<file path="config.mk">
export PLATFORM = sky130hd
export DESIGN_NAME = utf8_script_ratio_classifier
export DESIGN_NICKNAME = d
export VERILOG_FILES = /design/src/hdl/usrc_pkg.sv /design/src/hdl/usrc_decode.sv /design/src/hdl/usrc_ratio.sv /design/src/hdl/utf8_script_ratio_classifier.sv
export SDC_FILE = /design/constraint.sdc
export NUM_CORES = 1
export LEC_CHECK = 0
export ABC_AREA = 0
export BUFFER_PORTS_ARGS = -buffer_cell sky130_fd_sc_hd__buf_2
export CAP_MARGIN = 10
export CORE_MARGIN = 2
export CORE_UTILIZATION = 39
export DETAILED_ROUTE_END_ITERATION = 8
export PLACE_DENSITY = 0.68
export SYNTH_ARGS = -nofsm -noshare
export SYNTH_HDL_FRONTEND = slang
export SYNTH_SLANG_ARGS = --single-unit
</file>
<file path="constraint.sdc">
create_clock -name clk -period 8.1 [get_ports clk]
set_clock_uncertainty 0.15 [all_clocks]
set_input_delay 1.62 -clock clk [delete_from_list [all_inputs] [get_ports clk]]
set_output_delay 1.62 -clock clk [all_outputs]
set_load 0.005 [all_outputs]
</file>
<file path="src/hdl/usrc_pkg.sv">
package usrc_pkg;

    // Counter width and the fixed width of the reported totals.
    localparam int COUNT_BITS_DEFAULT = 16;
    localparam int TOTAL_BITS         = 16;
    localparam logic [TOTAL_BITS-1:0] TOTAL_MAX = 16'hFFFF;

    // Configuration port.
    localparam int ADDR_BITS = 3;
    localparam int DATA_BITS = 32;
    localparam logic REG_CJK_THRESHOLD = 1'b0;  // register index, taken from paddr[2]
    localparam logic [8:0] THRESHOLD_RESET = 9'd128;

    // Code point ranges used for classing.
    localparam logic [20:0] CJK_A_LO   = 21'h003400;
    localparam logic [20:0] CJK_A_HI   = 21'h009FFF;
    localparam logic [20:0] CJK_B_LO   = 21'h00F900;
    localparam logic [20:0] CJK_B_HI   = 21'h00FAFF;
    localparam logic [20:0] CJK_C_LO   = 21'h020000;
    localparam logic [20:0] CJK_C_HI   = 21'h02FA1F;
    localparam logic [20:0] UPPER_LO   = 21'h000041;
    localparam logic [20:0] UPPER_HI   = 21'h00005A;
    localparam logic [20:0] LOWER_LO   = 21'h000061;
    localparam logic [20:0] LOWER_HI   = 21'h00007A;
    localparam logic [20:0] LETTER_LO  = 21'h0000C0;
    localparam logic [20:0] LETTER_HI  = 21'h002FFF;

    // One input beat.
    typedef struct packed {
        logic [7:0] data_byte;
        logic       has_byte;
        logic       end_of_text;
    } in_t;

    // One result beat.
    typedef struct packed {
        logic                  cjk_majority;
        logic [TOTAL_BITS-1:0] letter_total;
        logic [TOTAL_BITS-1:0] cjk_total;
    } out_t;

    // Open UTF-8 sequence.
    typedef struct packed {
        logic [1:0]  bytes_expected;
        logic [20:0] partial;
    } dec_state_t;

    // Class of a code point completed by the current byte.
    typedef struct packed {
        logic letter;
        logic cjk;
    } cls_t;

endpackage

</file>
<file path="src/hdl/usrc_decode.sv">
module usrc_decode (
    input  usrc_pkg::dec_state_t cur,
    input  logic [7:0]           data_byte,
    input  logic                 has_byte,
    output usrc_pkg::dec_state_t nxt,
    output usrc_pkg::cls_t       cls
);
    import usrc_pkg::*;

    logic [20:0] cp;
    logic [20:0] shifted;
    logic        cp_done;
    logic        as_lead;
    logic        is_cjk;
    logic        is_alpha;

    assign shifted = {cur.partial[14:0], data_byte[5:0]};

    always_comb
    begin
        nxt     = cur;
        cp      = '0;
        cp_done = 1'b0;
        as_lead = 1'b0;
        if (has_byte)
        begin
            if (cur.bytes_expected != 2'd0)
            begin
                if (data_byte[7:6] == 2'b10)
                begin
                    nxt.bytes_expected = cur.bytes_expected - 2'd1;
                    if (cur.bytes_expected == 2'd1)
                    begin
                        cp          = shifted;
                        cp_done     = 1'b1;
                        nxt.partial = '0;
                    end
                    else
                    begin
                        nxt.partial = shifted;
                    end
                end
                else
                begin
                    // Broken sequence: drop it and take this byte as a lead.
                    nxt     = '0;
                    as_lead = 1'b1;
                end
            end
            else
            begin
                as_lead = 1'b1;
            end
        end

        if (as_lead)
        begin
            if (data_byte[7] == 1'b0)
            begin
                cp      = {13'd0, data_byte};
                cp_done = 1'b1;
            end
            else if (data_byte[7:5] == 3'b110)
            begin
                nxt.bytes_expected = 2'd1;
                nxt.partial        = {16'd0, data_byte[4:0]};
            end
            else if (data_byte[7:4] == 4'b1110)
            begin
                nxt.bytes_expected = 2'd2;
                nxt.partial        = {17'd0, data_byte[3:0]};
            end
            else if (data_byte[7:3] == 5'b11110)
            begin
                nxt.bytes_expected = 2'd3;
                nxt.partial        = {18'd0, data_byte[2:0]};
            end
            // Any other lead byte is ignored.
        end
    end

    assign is_cjk   = cp inside {[CJK_A_LO:CJK_A_HI], [CJK_B_LO:CJK_B_HI], [CJK_C_LO:CJK_C_HI]};
    assign is_alpha = cp inside {[UPPER_LO:UPPER_HI], [LOWER_LO:LOWER_HI],
                                 [LETTER_LO:LETTER_HI]};

    assign cls.cjk    = cp_done && is_cjk;
    assign cls.letter = cp_done && (is_cjk || is_alpha);

endmodule

</file>
<file path="src/hdl/usrc_ratio.sv">
module usrc_ratio #(
    parameter int COUNT_BITS = usrc_pkg::COUNT_BITS_DEFAULT
) (
    input  logic                  clk,
    input  logic                  rst_n,
    input  logic [8:0]            threshold,
    input  logic                  snap_valid,
    input  logic [COUNT_BITS-1:0] letters,
    input  logic [COUNT_BITS-1:0] cjk,
    output logic                  ready,
    output logic                  out_valid,
    input  logic                  out_stall,
    output usrc_pkg::out_t        out_data
);
    import usrc_pkg::*;

    localparam int PW = COUNT_BITS + 9;
    localparam int WW = (COUNT_BITS > TOTAL_BITS) ? COUNT_BITS : TOTAL_BITS;

    logic [PW-1:0]   prod;
    logic [PW-1:0]   scaled;
    logic [WW-1:0]   letters_w;
    logic [WW-1:0]   cjk_w;
    logic            hit;
    out_t            result;
    logic            out_valid_reg;
    logic            out_valid_next;
    out_t            out_data_reg;
    logic            load;

    assign prod   = PW'(threshold) * PW'(letters);
    assign scaled = {1'b0, cjk, 8'd0};
    assign hit    = (letters != '0) && (scaled >= prod);

    assign letters_w = WW'(letters);
    assign cjk_w     = WW'(cjk);

    always_comb
    begin
        result.cjk_majority = hit;
        result.letter_total = (letters_w > WW'(TOTAL_MAX)) ? TOTAL_MAX
                                                           : letters_w[TOTAL_BITS-1:0];
        result.cjk_total    = (cjk_w > WW'(TOTAL_MAX)) ? TOTAL_MAX
                                                       : cjk_w[TOTAL_BITS-1:0];
    end

    assign ready = !out_valid_reg || !out_stall;
    assign load  = snap_valid && ready;

    always_comb
    begin
        out_valid_next = out_valid_reg;
        if (ready)
        begin
            out_valid_next = snap_valid;
        end
    end

    always_ff @(posedge clk or negedge rst_n)
    begin
        if (!rst_n)
        begin
            out_valid_reg <= 1'b0;
        end
        else
        begin
            out_valid_reg <= out_valid_next;
        end
    end

    always_ff @(posedge clk)
    begin
        if (load)
        begin
            out_data_reg <= result;
        end
    end

    assign out_valid = out_valid_reg;
    assign out_data  = out_data_reg;

endmodule

</file>
<file path="src/hdl/utf8_script_ratio_classifier.sv">
// UTF-8 script-ratio classifier. Bytes of a text arrive one per beat on the
// input channel and are decoded as UTF-8 (lead bytes 00-7F, C0-DF, E0-EF and
// F0-F7, no overlong or surrogate checks); each code point in a letter or CJK
// range is counted as a letter and, if CJK, as CJK as well. The beat that
// carries end_of_text yields one result beat: the two totals, clipped to 16
// bits, and cjk_majority, set when cjk*256 >= cjk_threshold_q8*letters with a
// nonzero letter count. All text state then clears; the threshold register at
// APB address 0 keeps its value (reset 128). The block takes one byte every
// cycle while in_stall is low, with no gaps between texts. The decode and the
// saturating counter update finish in the cycle a byte is accepted; the end
// beat's count pair passes through a staging register and then the output
// register, in front of which sit the threshold multiply and compare. One
// finished count pair can wait in the staging register while a result is
// stalled, so input stalls only when both registers are full and the output is held.
module utf8_script_ratio_classifier #(
    parameter int COUNT_BITS = usrc_pkg::COUNT_BITS_DEFAULT
) (
    input  logic                           clk,
    input  logic                           rst_n,
    // Byte input
    input  logic                           in_valid,
    output logic                           in_stall,
    input  usrc_pkg::in_t                  in_data,
    // Result output
    output logic                           out_valid,
    input  logic                           out_stall,
    output usrc_pkg::out_t                 out_data,
    // APB configuration
    input  logic                           psel,
    input  logic                           penable,
    input  logic                           pwrite,
    input  logic [usrc_pkg::ADDR_BITS-1:0] paddr,
    input  logic [usrc_pkg::DATA_BITS-1:0] pwdata,
    output logic [usrc_pkg::DATA_BITS-1:0] prdata,
    output logic                           pready
);
    import usrc_pkg::*;

    localparam logic [COUNT_BITS-1:0] CNT_MAX = '1;

    // Decoder state and counters for the text in progress.
    dec_state_t            state_reg;
    dec_state_t            state_next;
    dec_state_t            dec_nxt;
    cls_t                  cls;
    logic [COUNT_BITS-1:0] letter_reg;
    logic [COUNT_BITS-1:0] letter_next;
    logic [COUNT_BITS-1:0] letter_bumped;
    logic [COUNT_BITS-1:0] cjk_reg;
    logic [COUNT_BITS-1:0] cjk_next;
    logic [COUNT_BITS-1:0] cjk_bumped;

    // Staging register for finished counts.
    logic                  snap_valid_reg;
    logic                  snap_valid_next;
    logic [COUNT_BITS-1:0] snap_letter_reg;
    logic [COUNT_BITS-1:0] snap_cjk_reg;
    logic                  ratio_ready;

    logic                  accept;
    logic                  end_accept;
    logic [8:0]            threshold_reg;
    logic                  cfg_write;

    // The current byte is decoded against the open sequence.
    usrc_decode u_decode (
        .cur       (state_reg),
        .data_byte (in_data.data_byte),
        .has_byte  (in_data.has_byte),
        .nxt       (dec_nxt),
        .cls       (cls)
    );

    assign accept     = in_valid && !in_stall;
    assign end_accept = accept && in_data.end_of_text;

    // Input waits only while a count pair is staged and the output stage is held.
    assign in_stall = snap_valid_reg && !ratio_ready;

    // Counters saturate at all ones.
    assign letter_bumped = (cls.letter && letter_reg != CNT_MAX) ? letter_reg + 1'b1 : letter_reg;
    assign cjk_bumped    = (cls.cjk && cjk_reg != CNT_MAX) ? cjk_reg + 1'b1 : cjk_reg;

    always_comb
    begin
        state_next      = state_reg;
        letter_next     = letter_reg;
        cjk_next        = cjk_reg;
        snap_valid_next = snap_valid_reg && !ratio_ready;
        if (accept)
        begin
            if (in_data.end_of_text)
            begin
                // The byte on the end beat counts first, then the text clears;
                // any sequence still open is dropped.
                state_next      = '0;
                letter_next     = '0;
                cjk_next        = '0;
                snap_valid_next = 1'b1;
            end
            else
            begin
                state_next  = dec_nxt;
                letter_next = letter_bumped;
                cjk_next    = cjk_bumped;
            end
        end
    end

    always_ff @(posedge clk or negedge rst_n)
    begin
        if (!rst_n)
        begin
            state_reg      <= '0;
            letter_reg     <= '0;
            cjk_reg        <= '0;
            snap_valid_reg <= 1'b0;
            threshold_reg  <= THRESHOLD_RESET;
        end
        else
        begin
            state_reg      <= state_next;
            letter_reg     <= letter_next;
            cjk_reg        <= cjk_next;
            snap_valid_reg <= snap_valid_next;
            if (cfg_write)
            begin
                threshold_reg <= pwdata[8:0];
            end
        end
    end

    always_ff @(posedge clk)
    begin
        if (end_accept)
        begin
            snap_letter_reg <= letter_bumped;
            snap_cjk_reg    <= cjk_bumped;
        end
    end

    // Threshold compare and the result register.
    usrc_ratio #(
        .COUNT_BITS (COUNT_BITS)
    ) u_ratio (
        .clk        (clk),
        .rst_n      (rst_n),
        .threshold  (threshold_reg),
        .snap_valid (snap_valid_reg),
        .letters    (snap_letter_reg),
        .cjk        (snap_cjk_reg),
        .ready      (ratio_ready),
        .out_valid  (out_valid),
        .out_stall  (out_stall),
        .out_data   (out_data)
    );

    // APB port: one register, always ready. Writes to other addresses are dropped.
    assign pready    = 1'b1;
    assign cfg_write = psel && penable && pwrite && pready && (paddr[2] == REG_CJK_THRESHOLD);
    assign prdata    = (paddr[2] == REG_CJK_THRESHOLD) ? DATA_BITS'(threshold_reg) : '0;

    // Every CJK code point is also a letter, so the CJK count never leads.
    assert property (@(posedge clk) disable iff (!rst_n) cjk_reg <= letter_reg)
        else $error("CJK count exceeds letter count");

    // Partial code point bits exist only while a sequence is open.
    assert property (@(posedge clk) disable iff (!rst_n)
        (state_reg.bytes_expected == 2'd0) |-> (state_reg.partial == '0))
        else $error("partial code point left with no open sequence");

    // An accepted end beat leaves the text state cleared.
    assert property (@(posedge clk) disable iff (!rst_n)
        end_accept |=> (letter_reg == '0 && cjk_reg == '0 && state_reg == '0))
        else $error("text state not cleared after end beat");

    // Input is held only when a staged count pair cannot move on.
    assert property (@(posedge clk) disable iff (!rst_n)
        in_stall |-> (snap_valid_reg && out_valid && out_stall))
        else $error("input stalled without a blocked result");

endmodule
</file>
# --- Yosys cells after proc, flatten, opt, wreduce, memory -nomap -nowiden ---
# Index checks and enable logic that the tools add are counted.
op_classes:
  n_reduce_logical: 28
  muxes: 32
  addsub: 3
  order_cmp: 15
  mul: 1
  bitwise_logic: 1
  eq_ne: 7
ops:
  columns: ["op", "count"]
  rows:
  - ["$mux W23", 9]
  - ["$mux W21", 7]
  - ["$mux W16", 4]
  - ["$ge A21 B7 Y1 const B", 2]
  - ["$le A21 B16 Y1 const B", 2]
  - ["$le A21 B7 Y1 const B", 2]
  - ["$add A16 B1 Y16 const B", 2]
  - ["$gt A16 B16 Y1 const B", 2]
  - ["$ne A16 B16 Y1 const B", 2]
  - ["$ge A24 B25 Y1", 1]
  - ["$mul A9 B16 Y25", 1]
  - ["$ge A21 B14 Y1 const B", 1]
  - ["$ge A21 B16 Y1 const B", 1]
  - ["$ge A21 B18 Y1 const B", 1]
  - ["$ge A21 B8 Y1 const B", 1]
  - ["$le A21 B14 Y1 const B", 1]
  - ["$le A21 B18 Y1 const B", 1]
  - ["$logic_and A1 B1 Y1", 18]
  - ["$reduce_bool A16 Y1", 1]
  - ["$mux W1", 11]
  - ["$mux W9", 1]
  - ["$reduce_bool A3 Y1", 2]
  - ["$eq A5 B5 Y1 const B", 1]
  - ["$eq A4 B4 Y1 const B", 1]
  - ["other kinds (8)", 12]
word_totals:
  input_bits: 52
  word_cells: 99
  ff_bits: 131
  output_inout_bits: 68

# --- Logic depth before layout (Yosys ltp) ---
# Gate-level depths: netlist of the first run.
logic_depth:
  depth_word: 15
  mapped_depth: 28
  ltp_nobuf: 26

# --- Cells and area by module ---
# From an unflattened synthesis of the first run, not the netlist that was laid out.
unflattened:
  cells_unflattened: 1276
  area_unflattened_um2: 11975.2
modules_own_cells:
  columns: ["mod", "seq_area_each_um2", "cells_each", "instances", "area_per_inst_um2"]
  rows:
  - ["usrc_ratio", 1016.0, 633, 1, 6045.8]
  - ["utf8_script_ratio_classifier", 2588.7, 506, 1, 5109.9]
  - ["usrc_decode", 0.0, 137, 1, 819.5]

# --- Worst setup path after synthesis of the first run ---
# No wires, ideal clock.
synth_path:
  path_type: "reg2reg"
  from: "reg threshold_reg[2]"
  to: "reg u_ratio.out_data_reg (netlist bit u_ratio.out_data[32]) (data pin)"
  path_stages_with_launch: 28
  synth_period_minus_slack_ns: 5.889
  t_arrival_ns: 5.484
  path_buffers: 2
  setup_time_ns: 0.255
  required_ns: 7.695
  setup_slack_ns: 2.211
  cell_sequence: "dfrtp_1 -> clkbuf_1 -> clkbuf_1 -> nand2_1 -> fa_1 -> inv_1 -> fa_1 -> inv_1 -> fa_1 -> fa_1 -> inv_1 -> ha_1 -> o211ai_1 -> o21ai_0 -> a21o_1 -> a21o_1 -> nand2_1 -> nand2b_1 -> a21oi_1 -> xor2_1 -> ha_1 -> a21oi_1 -> nor2b_1 -> o21ai_0 -> nand3_1 -> a21oi_1 -> o21ai_0 -> and3_1"
synth_via:
  elab_chain_len: 3
synth_rtl:
  columns: ["item", "line_no", "source"]
  rows:
  - ["start: declaration", "utf8_script_ratio_classifier.sv:62", "logic [8:0] threshold_reg;"]
  - ["start signal: assignment", "utf8_script_ratio_classifier.sv:128", "threshold_reg <= pwdata[8:0];"]
  - ["$mul A9 B16 Y25", "usrc_ratio.sv:31", "assign prod = PW'(threshold) * PW'(letters);"]
  - ["$ge A24 B25 Y1", "usrc_ratio.sv:33", "assign hit = (letters != '0) && (scaled >= prod);"]
  - ["$logic_and A1 B1 Y1", "usrc_ratio.sv:33", null]
  - ["via u_ratio.hit", "usrc_ratio.sv:24", "logic hit;"]
  - ["end signal: assignment", "usrc_ratio.sv:75", "out_data_reg <= result;"]
  - ["end: declaration", "usrc_ratio.sv:28", "out_t out_data_reg;"]
# The timed path passes the listed nets, and every way through them passes these cells.
# A chain may end at the register's enable or synchronous reset.

# --- Final worst setup path of the first run ---
# Same ends and word-level chain as after synthesis.

==> results.py, run 1 <==
metrics = {
    "detailed_routing": {
        "routed_wl_um": 25200,
        "num_vias": 8113,
        "dr.pass1.iters": 5,
        "drc": 0,
        "vias_per_cell": 5.29,
        "ant_nets": 0,
        "wl_per_cell_um": 16.4,
        "drt_iter0_markers": 471,
    },
    "timing": {
        "finalSetupViolCount": 0,
        "tightest_slew_ns": 1.05,
        "hold_viol_final": 0,
        "finalMaxSlewViolations": 0,
        "period_minus_slack_ns": 6.54,
        "post-route-period-util_pct": 80.7,
        "relSlewSlack_pct": 29.9,
        "fin_tns_setup_ns": 0,
        "fmax_mhz": 153,
        "rsz0062_at_grt": "false",
    },
    "placement": {
        "portBuffers": 70,
        "place.gp.congestion": 0.871,
        "dp.final_hpwl_um": 18000,
    },
    "floorplan": {
        "placementRows": 61,
        "die_y_um": 171,
        "die_x_um": 171,
        "coreArea_um2": 27600,
        "pin_count": 120,
        "start_util_pct": 39.4,
        "design.die.area_um2": 29200,
    },
    "power_and_ir_drop": {
        "finalPower_mw": 3.85,
        "ir_drop_mv": 0.250,
        "powerDensity_nw_per_um2": 319,
        "leakage_nw": 5.62,
    },
    "outcome": {
        "status": "finished clean",
    },
    "synth": {
        "synth.avg_cell_area_um2": 9.88,
        "synthesis.area_um2": 10900,
        "synthCells": 1101,
        "synth_cell_types": 76,
        "ys_seq_elements": 125,
        "synth_warnings": 0,
        "synth_flop_cell": "edfxtp_1",
        "ys_seq_area_share_pct": 31.8,
        "synth-edff-count": 65,
        "async_flop_share_pct": 48.0,
    },
    "finish": {
        "mostFrequentLayoutCells": "121 x nand2_1, 119 x inv_1, 99 x fa_1",
        "largest_reg_flops": 33,
        "fillers": 2686,
        "final_nets": 1357,
        "drive_gt1_share_pct": 11.7,
        "mostFrequentLayoutCell": "nand2_1",
        "area_growth_pct": 10.9,
    },
    "critical_path": {
        "max_stage_delay_ns": 0.78,
        "end_kind": "register",
        "crit_cells": 25,
        "crit_family": "adder cells",
        "path_class": "reg2reg",
        "cp.required_ns": 8.12,
        "path_buf_inv": 3,
        "rr_worst_depth": 25,
        "critPathMostFrequentCell": "fa_1",
        "crit_path_max_fanout": 18,
        "critical_path_arrival_ns": 6.56,
        "cp-start-kind": "register",
        "cp_slowest_cell": "dfrtp_1",
    },
    "global_routing": {
        "grt_pass1_vias": 8106,
        "overflow": 0,
        "grt_start_max_net_pins": 61,
        "grt_usage_pct": 18.1,
        "grt_first_pass_wirelength_um": 41400,
        "antenna_found_initial": 0,
    },
    "clock_network": {
        "path_clk_slew_ns": 0.06,
        "cts_setup_buffers": 0,
        "hold_buffers": 0,
        "clk-insertion-delay-late_ns": 0.42,
        "clock_sinks": 125,
        "cts_root_buf": "clkbuf_16",
        "numCtsBuffers": 17,
        "cts_tree": "yes",
        "cts_max_path_buffers": 2,
        "htree_num_levels": 4,
        "cts_resized": 0,
    },
    "hold_path": {
        "min_path_type": "reg2reg",
        "min_path_cells": 0,
    },
    "job": {
        "max-cap-violations": 0,
    },
}
## cell type report
cell class                 count  area (um^2)  area share [%]
sequential                   125         3450            28.6
tap                          378          473            3.92
timing repair buffer          76          395            3.28
antenna                        1         2.50          0.0207
multi-input combinational    802         6660            55.3
clock inverter                15          199            1.65
inverter                     119          447            3.70
clock buffer                  17          425            3.53
## metrics by stage
stage	util (%)	instance area, um^2	hold slack [ns]	std cells	setup WS, ns
floorplan	-	11000	0.274	1123	2.21
global placement	41.4	11400	0.304	1500	1.73
detailed placement	41.4	11400	0.298	1500	1.67
CTS	43.6	12100	0.313	1532	1.59
global route	43.6	12100	0.323	1532	1.16
finish	43.7	12100	0.311	1533	1.56
## logic make-up after synthesis
logic type      share of synthesized area (%)
fa+ha+maj                                25.7
xor+xnor                                 3.86
flops                                    31.8
buf+inv                                  7.86
other cells                            0.0690
mux                                      1.70
compound gates                           12.3
simple gates                             16.8
## cells in the mapped netlist (4+ instances only)
cell	count	area (um^2)
nand2_1	121	454
inv_1	119	447
fa_1	99	1980
and2_1	83	519
edfxtp_1	65	1950
ha_1	65	813
dfrtp_1	59	1480
clkbuf_1	44	165
a21oi_1	40	200
nor2_1	36	135
o21ai_0	33	165
buf_4	24	180
xnor2_1	24	210
xor2_1	24	210
nand3_1	23	115
a21o_1	16	120
a22o_1	16	140
and3_1	15	93.8
nor3_1	15	75.1
mux2_2	12	135
nor2b_1	12	75.1
o31ai_1	11	82.6
a31oi_1	9	56.3
nor4_1	8	50.1
o21ai_1	8	40.0
nand4_1	7	43.8
o41ai_1	7	61.3
o21a_1	6	45.0
mux2i_1	5	50.1
nand4b_1	5	43.8
or3_1	5	31.3
buf_2	4	20.0
nand2b_1	4	25.0
o211a_1	4	40.0
o211ai_1	4	30.0
o21bai_1	4	30.0
## path summary, 6_finish.rpt
kind                                   from              endpoint  slack [ns]
hold / removal              snap_cjk_reg[2]   u_ratio.out_data[2]        0.31
max in group asynchronous             rst_n            cjk_reg[8]        5.97
min in group asynchronous             rst_n        letter_reg[10]        1.25
setup reg to reg           threshold_reg[2]  u_ratio.out_data[32]        1.56
setup / recovery           threshold_reg[2]  u_ratio.out_data[32]        1.56
hold reg to reg             snap_cjk_reg[2]   u_ratio.out_data[2]        0.31
## where the power goes
| part | total, mW | switching [mW] | internal [mW] |
|---|---|---|---|
| logic | 2.25 | 1.26 | 0.992 |
| clock network | 0.815 | 0.319 | 0.495 |
| registers | 0.790 | 0.0846 | 0.705 |
## routing by layer
metal / global-route usage, % / share of wire [%] / up-vias
met2: 29.8 / 48 / 224
li1: - / - / 3779
met4: 6.15 / 2.0 / 0
met3: 2.87 / 4.7 / 40
met1: 24.2 / 45 / 4070
met5: 0 / 0 / -
(Power assumes the default switching activity.)
==> run 2, diff against run 1 <==
--- a/config.mk
+++ b/config.mk
@@ -5,13 +5,13 @@
 export SDC_FILE = /design/constraint.sdc
 export NUM_CORES = 1
 export LEC_CHECK = 0
-export ABC_AREA = 0
+export ABC_AREA = 1
 export BUFFER_PORTS_ARGS = -buffer_cell sky130_fd_sc_hd__buf_2
 export CAP_MARGIN = 10
 export CORE_MARGIN = 2
 export CORE_UTILIZATION = 39
 export DETAILED_ROUTE_END_ITERATION = 8
-export PLACE_DENSITY = 0.68
+export PLACE_DENSITY = 0.7
 export SYNTH_ARGS = -nofsm -noshare
 export SYNTH_HDL_FRONTEND = slang
 export SYNTH_SLANG_ARGS = --single-unit
==> constraint.sdc (replaced) <==
create_clock -name clk -period 5.3 [get_ports clk]
set_clock_uncertainty 0.15 [all_clocks]
set_input_delay 1.06 -clock clk [delete_from_list [all_inputs] [get_ports clk]]
set_output_delay 1.06 -clock clk [all_outputs]
set_load 0.005 [all_outputs]
==> run 2 against run 1 <==
  * The run now ends with setup timing left
  * Worst hold slack lost 0.0019 ns
  * Sequential share of layout area down 4.7 points
  * Die area is 7.8% higher
  * Final cell count rose by 35%
  * Critical path depth is 1 lower
  * Clock-buffer cell count is 11 higher
  * Via count increased by 24%
==> results.py, run 2 <==
metrics = {
    "critical_path": {
        "cp-start-kind": "register",
        "end_kind": "register",
        "cp.required_ns": 5.33,
        "r2r_slack_ns": -0.25,
        "path_buf_inv": 6,
        "max_stage_delay_ns": 0.55,
        "r2r_start": "threshold_reg[8]",
        "path_cells": "buf_4 > buf_4 > nand2_1 > inv_1 > fa_1 > fa_1 > fa_1 > inv_1 > fa_1 > inv_1 > ha_4 > a21oi_2 > o21ai_0 > nand2_1 > o2111ai_4 > a221oi_2 > xor2_1 > ha_1 > nand2_1 > nor2_1 > a21oi_1 > nand3_1 > nand2_1 > inv_1",
        "crit_family": "adder cells",
        "cp_slowest_cell": "fa_1",
        "path_class": "reg2reg",
        "crit_path_max_fanout": 9,
        "rr_worst_depth": 24,
        "critical_path_arrival_ns": 5.59,
        "rr_endpoint": "u_ratio.out_data[32]",
    },
    "timing": {
        "fmax_mhz": 180,
        "hold_viol_final": 0,
        "relSlewSlack_pct": 54.1,
        "post-route-period-util_pct": 105,
        "final.setup.worst_slack_ns": -0.254,
        "period_minus_slack_ns": 5.55,
        "rsz0062_at_grt": "true",
        "finalSetupViolCount": 1,
        "tightest_slew_ns": 0.689,
        "finalMaxSlewViolations": 0,
    },
    "finish": {
        "largest_reg_flops": 33,
        "area_growth_pct": 22.8,
        "n_antenna_cell": 0,
        "mostFrequentLayoutCell": "nand2_1",
        "final_nets": 1888,
        "drive_gt1_share_pct": 20.9,
        "fillers": 2819,
        "mostFrequentLayoutCells": "358 x nand2_1, 321 x inv_1, 133 x buf_4",
    },
    "synth": {
        "synth_area_leader_cell": "fa_1",
        "synth_top_area_share_pct": 16.9,
        "synth.top_cells.by_area": "fa_1 17%, edfxtp_1 17%, dfrtp_1 13%",
        "ys_seq_elements": 125,
        "synth_flop_cell": "edfxtp_1",
        "synth.avg_cell_area_um2": 7.87,
        "synth_warnings": 0,
        "netlist_top_cells_count": "370 x nand2_1, 325 x inv_1, 99 x fa_1",
        "ys_seq_area_share_pct": 29.4,
        "synth-edff-count": 65,
        "synthesis.area_um2": 11700,
        "synthCells": 1493,
        "async_flop_share_pct": 48.0,
        "synth_cell_types": 49,
        "synth_most_common_cell": "nand2_1",
    },
    "outcome": {
        "violations": "setup timing",
        "status": "finished, violations left",
    },
    "detailed_routing": {
        "wl_per_cell_um": 14.1,
        "num_vias": 10100,
        "ant_nets": 0,
        "routed_wl_um": 29200,
        "dr.pass1.iters": 5,
        "drt_iter0_markers": 482,
        "drc": 0,
        "vias_per_cell": 4.85,
    },
    "hold_path": {
        "min_path_cells": 0,
        "min_from": "snap_cjk_reg[2]",
        "hold_end": "u_ratio.out_data[2]",
        "min_path_type": "reg2reg",
    },
    "clock_network": {
        "clock_sinks": 125,
        "numCtsBuffers": 17,
        "cts_root_buf": "clkbuf_16",
        "cts_tree": "yes",
        "path_clk_slew_ns": 0.06,
        "clk-insertion-delay-late_ns": 0.43,
        "cts_max_path_buffers": 2,
        "htree_num_levels": 4,
    },
    "floorplan": {
        "placementRows": 63,
        "die_x_um": 178,
        "design.die.area_um2": 31500,
        "coreArea_um2": 29600,
        "die_y_um": 178,
        "pin_count": 120,
        "start_util_pct": 39.6,
    },
    "placement": {
        "dp.final_hpwl_um": 22500,
        "dp_slack_ns": -0.445,
        "place.gp.congestion": 0.894,
        "portBuffers": 70,
    },
    "global_routing": {
        "grt_first_pass_wirelength_um": 47700,
        "grt_start_max_net_pins": 45,
        "grt_pass1_vias": 9942,
        "overflow": 0,
        "antenna_found_initial": 1,
        "grt_usage_pct": 19.0,
    },
    "job": {
        "max-cap-violations": 0,
    },
}
[run 2: cell types whose count changed after synthesis, moves of 16 or more]
cell     before  now
a22o_1       16    0
and2_1       83    4
inv_1       119  325
nand2_1     121  370
nand3_1      23   80
nor2_1       36   84
xnor2_1      24    7
[run 2: worst max-delay path by stage]
| stage | end | cells after the start | start | slack (ns) |
|---|---|---|---|---|
| 5_1_grt | u_ratio.out_data[32] | 24 | threshold_reg[8] | -0.45 |
| 3_3_place_gp | u_ratio.out_data[32] | 22 | threshold_reg[7] | -0.32 |
| 6_report | u_ratio.out_data[32] | 24 | threshold_reg[8] | -0.25 |
| 4_1_cts | u_ratio.out_data[32] | 23 | threshold_reg[7] | -0.19 |
| 2_1_floorplan | u_ratio.out_data[32] | 26 | threshold_reg[2] | 0.003 |
| 3_5_place_dp | u_ratio.out_data[32] | 22 | threshold_reg[7] | -0.45 |
[run 2: cell families after synthesis]
logic type	share of synthesized area, %
fa+ha+maj	23.8
other cells	0.0639
xor+xnor	3.13
flops	29.4
buf+inv	14.1
simple gates	22.6
compound gates	6.87
[run 2: cell type report]
class                           instances  area, um^2  share of cell area, %
Timing Repair Buffer                  215        1530                   10.6
Clock buffer                           28         551                   3.82
Tap cell                              390         488                   3.38
Sequential cell                       125        3460                   24.0
Multi-Input combinational cell        982        7130                   49.4
Clock inverter                          4        25.0                  0.174
Inverter                              331        1240                   8.62
[run 2: metrics by stage]
| step | cell area [um^2] | hold WS (ns) | cells | TNS (ns) | utilization (%) |
|---|---|---|---|---|---|
| final | 14400 | 0.310 | 2075 | -0.254 | 48.6 |
| after global routing | 14400 | 0.326 | 2075 | -0.455 | 48.6 |
| after CTS | 14300 | 0.313 | 2066 | -0.189 | 48.2 |
| after detailed placement | 13400 | 0.301 | 2024 | -0.445 | 45.0 |
| after global placement | 13400 | 0.298 | 2024 | -0.316 | 45.0 |
| after floorplan | 12000 | 0.271 | 1515 | 0 | - |
[run 2: routing by layer]
layer / global-route usage, % / wire [um] / vias up / share of wire [%]
met3: 3.04 / 1230 / 65 / 4.2
li1: - / - / 4928 / -
met2: 33.0 / 14600 / 251 / 50
met4: 7.04 / 822 / 0 / 2.8
met5: 0 / 0 / - / 0
met1: 23.9 / 12500 / 4812 / 43
[run 2: what timing repair did]
| item | CTS | global route |
|---|---|---|
| resized for setup | 59 | 14 |
| endpoints found under the setup margin | 1 | 1 |
| setup buffers | 10 | 9 |
| hold buffers | 0 | 0 |
| pin swaps | 53 | 16 |
[run 2: worst register-to-register path, cell delays in order, from the launching register on]
cell and delay (ns):
dfrtp_2 0.43, buf_4 0.15, buf_4 0.16, nand2_1 0.06
inv_1 0.05, fa_1 0.55, fa_1 0.45, fa_1 0.55
inv_1 0.05, fa_1 0.53, inv_1 0.07, ha_4 0.26
a21oi_2 0.15, o21ai_0 0.13, nand2_1 0.15, o2111ai_4 0.13
a221oi_2 0.26, xor2_1 0.24, ha_1 0.29, nand2_1 0.08
nor2_1 0.06, a21oi_1 0.13, nand3_1 0.10, nand2_1 0.09
inv_1 0.04
Power of run 2 is left out: the tool's default activity adds up to more than one toggle a clock period on the data nets, which glitch-free logic cannot reach.
==> run 3, diff against run 2 <==
--- a/config.mk
+++ b/config.mk
@@ -11,7 +11,7 @@
 export CORE_MARGIN = 2
 export CORE_UTILIZATION = 39
 export DETAILED_ROUTE_END_ITERATION = 8
-export PLACE_DENSITY = 0.7
+export PLACE_DENSITY = 0.68
 export SYNTH_ARGS = -nofsm -noshare
 export SYNTH_HDL_FRONTEND = slang
 export SYNTH_SLANG_ARGS = --single-unit
==> constraint.sdc (replaced) <==
create_clock -name clk -period 7 [get_ports clk]
set_clock_uncertainty 0.15 [all_clocks]
set_input_delay 1.4 -clock clk [delete_from_list [all_inputs] [get_ports clk]]
set_output_delay 1.4 -clock clk [all_outputs]
set_load 0.005 [all_outputs]
==> run 3 against run 2 <==
  * The run now ends clean
  * Sequential share of layout area is 2.7 points higher
  * Utilization is 5.0 points lower
  * Die area stayed put
  * Cell area is 10% lower
  * Via count is 4.3% lower
  * Critical path type unchanged
  * Critical endpoint unchanged
==> results.py, run 3 (same netlist as run 2, synthesis figures left out) <==
metrics = {
    "outcome": {
        "status": "finished clean",
    },
    "timing": {
        "relSlewSlack_pct": 43.8,
        "finalMaxSlewViolations": 0,
        "period_minus_slack_ns": 6.31,
        "final.setup.worst_slack_ns": 0.691,
        "hold_viol_final": 0,
        "finalSetupViolCount": 0,
        "tightest_slew_ns": 0.843,
        "fin_tns_setup_ns": 0,
        "fmax_mhz": 158,
        "post-route-period-util_pct": 90.1,
        "rsz0062_at_grt": "false",
    },
    "critical_path": {
        "rr_worst_depth": 24,
        "cp.required_ns": 7.03,
        "path_class": "reg2reg",
        "path_cells": "nand2_1 > inv_1 > fa_1 > fa_1 > inv_1 > fa_1 > fa_1 > inv_1 > ha_1 > a21oi_1 > nand2_1 > a21boi_0 > o21ai_0 > a21oi_1 > o21ai_0 > a21oi_1 > xor2_1 > ha_1 > a21oi_1 > o31ai_1 > a21oi_1 > nand3_1 > nand2_1 > inv_1",
        "critPathMostFrequentCell": "a21oi_1",
        "r2r_slack_ns": 0.69,
        "critical_path_arrival_ns": 6.34,
        "cp-start-kind": "register",
        "crit_path_max_fanout": 17,
        "cp_slowest_cell": "dfrtp_1",
        "r2r_start": "threshold_reg[4]",
        "rr_endpoint": "u_ratio.out_data[32]",
        "end_kind": "register",
        "max_stage_delay_ns": 0.66,
    },
    "detailed_routing": {
        "routed_wl_um": 27700,
        "drt_iter0_markers": 440,
        "dr.pass1.iters": 5,
        "ant_nets": 0,
        "wl_per_cell_um": 14.2,
        "vias_per_cell": 4.95,
        "num_vias": 9621,
        "drc": 0,
    },
    "global_routing": {
        "grt_start_max_net_pins": 61,
        "overflow": 0,
        "grt_pass1_vias": 9503,
        "grt_first_pass_wirelength_um": 46100,
        "antenna_found_initial": 0,
        "grt_usage_pct": 18.3,
    },
    "finish": {
        "multi_input_area_um2": 6730,
        "mostFrequentLayoutCell": "nand2_1",
        "drive_gt1_share_pct": 9.92,
        "area_growth_pct": 10.3,
        "fillers": 3019,
        "mostFrequentLayoutCells": "370 x nand2_1, 325 x inv_1, 99 x fa_1",
        "n_antenna_cell": 0,
        "largest_reg_flops": 33,
        "seqCellArea_um2": 3450,
        "final_nets": 1756,
    },
    "clock_network": {
        "htree_num_levels": 4,
        "numCtsBuffers": 17,
        "cts_tree": "yes",
        "clk-insertion-delay-late_ns": 0.42,
        "cts_resized": 0,
        "cts_setup_buffers": 0,
        "hold_buffers": 0,
        "path_clk_slew_ns": 0.06,
        "cts_max_path_buffers": 2,
        "cts_root_buf": "clkbuf_16",
        "clock_sinks": 125,
    },
    "hold_path": {
        "min_from": "snap_cjk_reg[2]",
        "min_path_type": "reg2reg",
        "hold_end": "u_ratio.out_data[2]",
        "min_path_cells": 0,
    },
    "floorplan": {
        "die_x_um": 178,
        "design.die.area_um2": 31500,
        "start_util_pct": 39.6,
        "placementRows": 63,
        "die_y_um": 178,
        "coreArea_um2": 29600,
        "pin_count": 120,
    },
    "power_and_ir_drop": {
        "finalPower_mw": 7.20,
        "ir_drop_mv": 0.447,
        "leakage_nw": 6.97,
        "powerDensity_nw_per_um2": 556,
    },
    "job": {
        "max-cap-violations": 0,
    },
    "placement": {
        "portBuffers": 70,
        "place.gp.congestion": 0.898,
        "dp_slack_ns": 0.759,
        "dp.final_hpwl_um": 21300,
    },
}
-- run 3: cell count changes in the layout (fill, tap and decap cells not counted), moves of 5 or more --
| cell | change |
|---|---|
| ha_1 | +12 |
| a21oi_1 | +16 |
| clkbuf_1 | -5 |
| fa_1 | +5 |
| fa_2 | -5 |
| nand2_2 | -10 |
| buf_4 | -120 |
| buf_12 | -5 |
| ha_4 | -12 |
| buf_6 | -7 |
| a21oi_2 | -14 |
| nand2_1 | +12 |
| o21ai_0 | +6 |
-- run 3: cell type report --
class	instances	area share, %
well taps	390	3.77
repair buffers	83	3.46
clock buffers	18	3.31
flip-flops and latches	125	26.7
multi-input cells	982	52.0
clock inverters	14	1.23
inverters	331	9.59
-- run 3: per-stage QoR --
stage          util (%)  hold slack [ns]  area [um^2]  cells
6_report           43.7            0.313        13000   1943
5_1_grt            43.7            0.338        13000   1943
4_1_cts            43.7            0.314        13000   1943
3_5_place_dp       41.7            0.300        12400   1911
3_3_place_gp       41.7            0.294        12400   1911
2_1_floorplan         -            0.274        11800   1515
-- run 3: where the power goes --
group | total [mW] | internal [mW] | switching, mW
Combinational | 5.39 | 2.11 | 3.28
Sequential | 0.923 | 0.834 | 0.0898
Clock | 0.880 | 0.530 | 0.350
Total | 7.20 | 3.47 | 3.72
-- run 3: worst max-delay path, delay by kind of cell (launching register included) --
kind                     cells  cell delay (ns)
AO/OA/AOI/OAI                9             1.74
XOR/XNOR                     1             0.18
adder cells (fa/ha/maj)      6             2.68
buffers and inverters        4             0.20
flip-flops                   1             0.66
AND/OR/NAND/NOR              4             0.46
-- run 3: how the worst max path moves through the flow --
| stage | from | endpoint | slack, ns | cells after the start |
|---|---|---|---|---|
| 2_1_floorplan | threshold_reg[2] | u_ratio.out_data[32] | 1.13 | 26 |
| 3_3_place_gp | threshold_reg[4] | u_ratio.out_data[32] | 0.82 | 24 |
| 3_5_place_dp | threshold_reg[4] | u_ratio.out_data[32] | 0.76 | 24 |
| 4_1_cts | threshold_reg[4] | u_ratio.out_data[32] | 0.74 | 24 |
| 5_1_grt | threshold_reg[3] | u_ratio.out_data[32] | 0.34 | 25 |
| 6_report | threshold_reg[4] | u_ratio.out_data[32] | 0.69 | 24 |
-- run 3: layer usage --
layer / track usage (%) / share of wire (%) / up-vias
met2: 31.4 / 50 / 242
met5: 0 / 0 / -
met3: 2.89 / 5.2 / 42
li1: - / - / 4665
met1: 23.5 / 43 / 4672
met4: 6.35 / 1.9 / 0
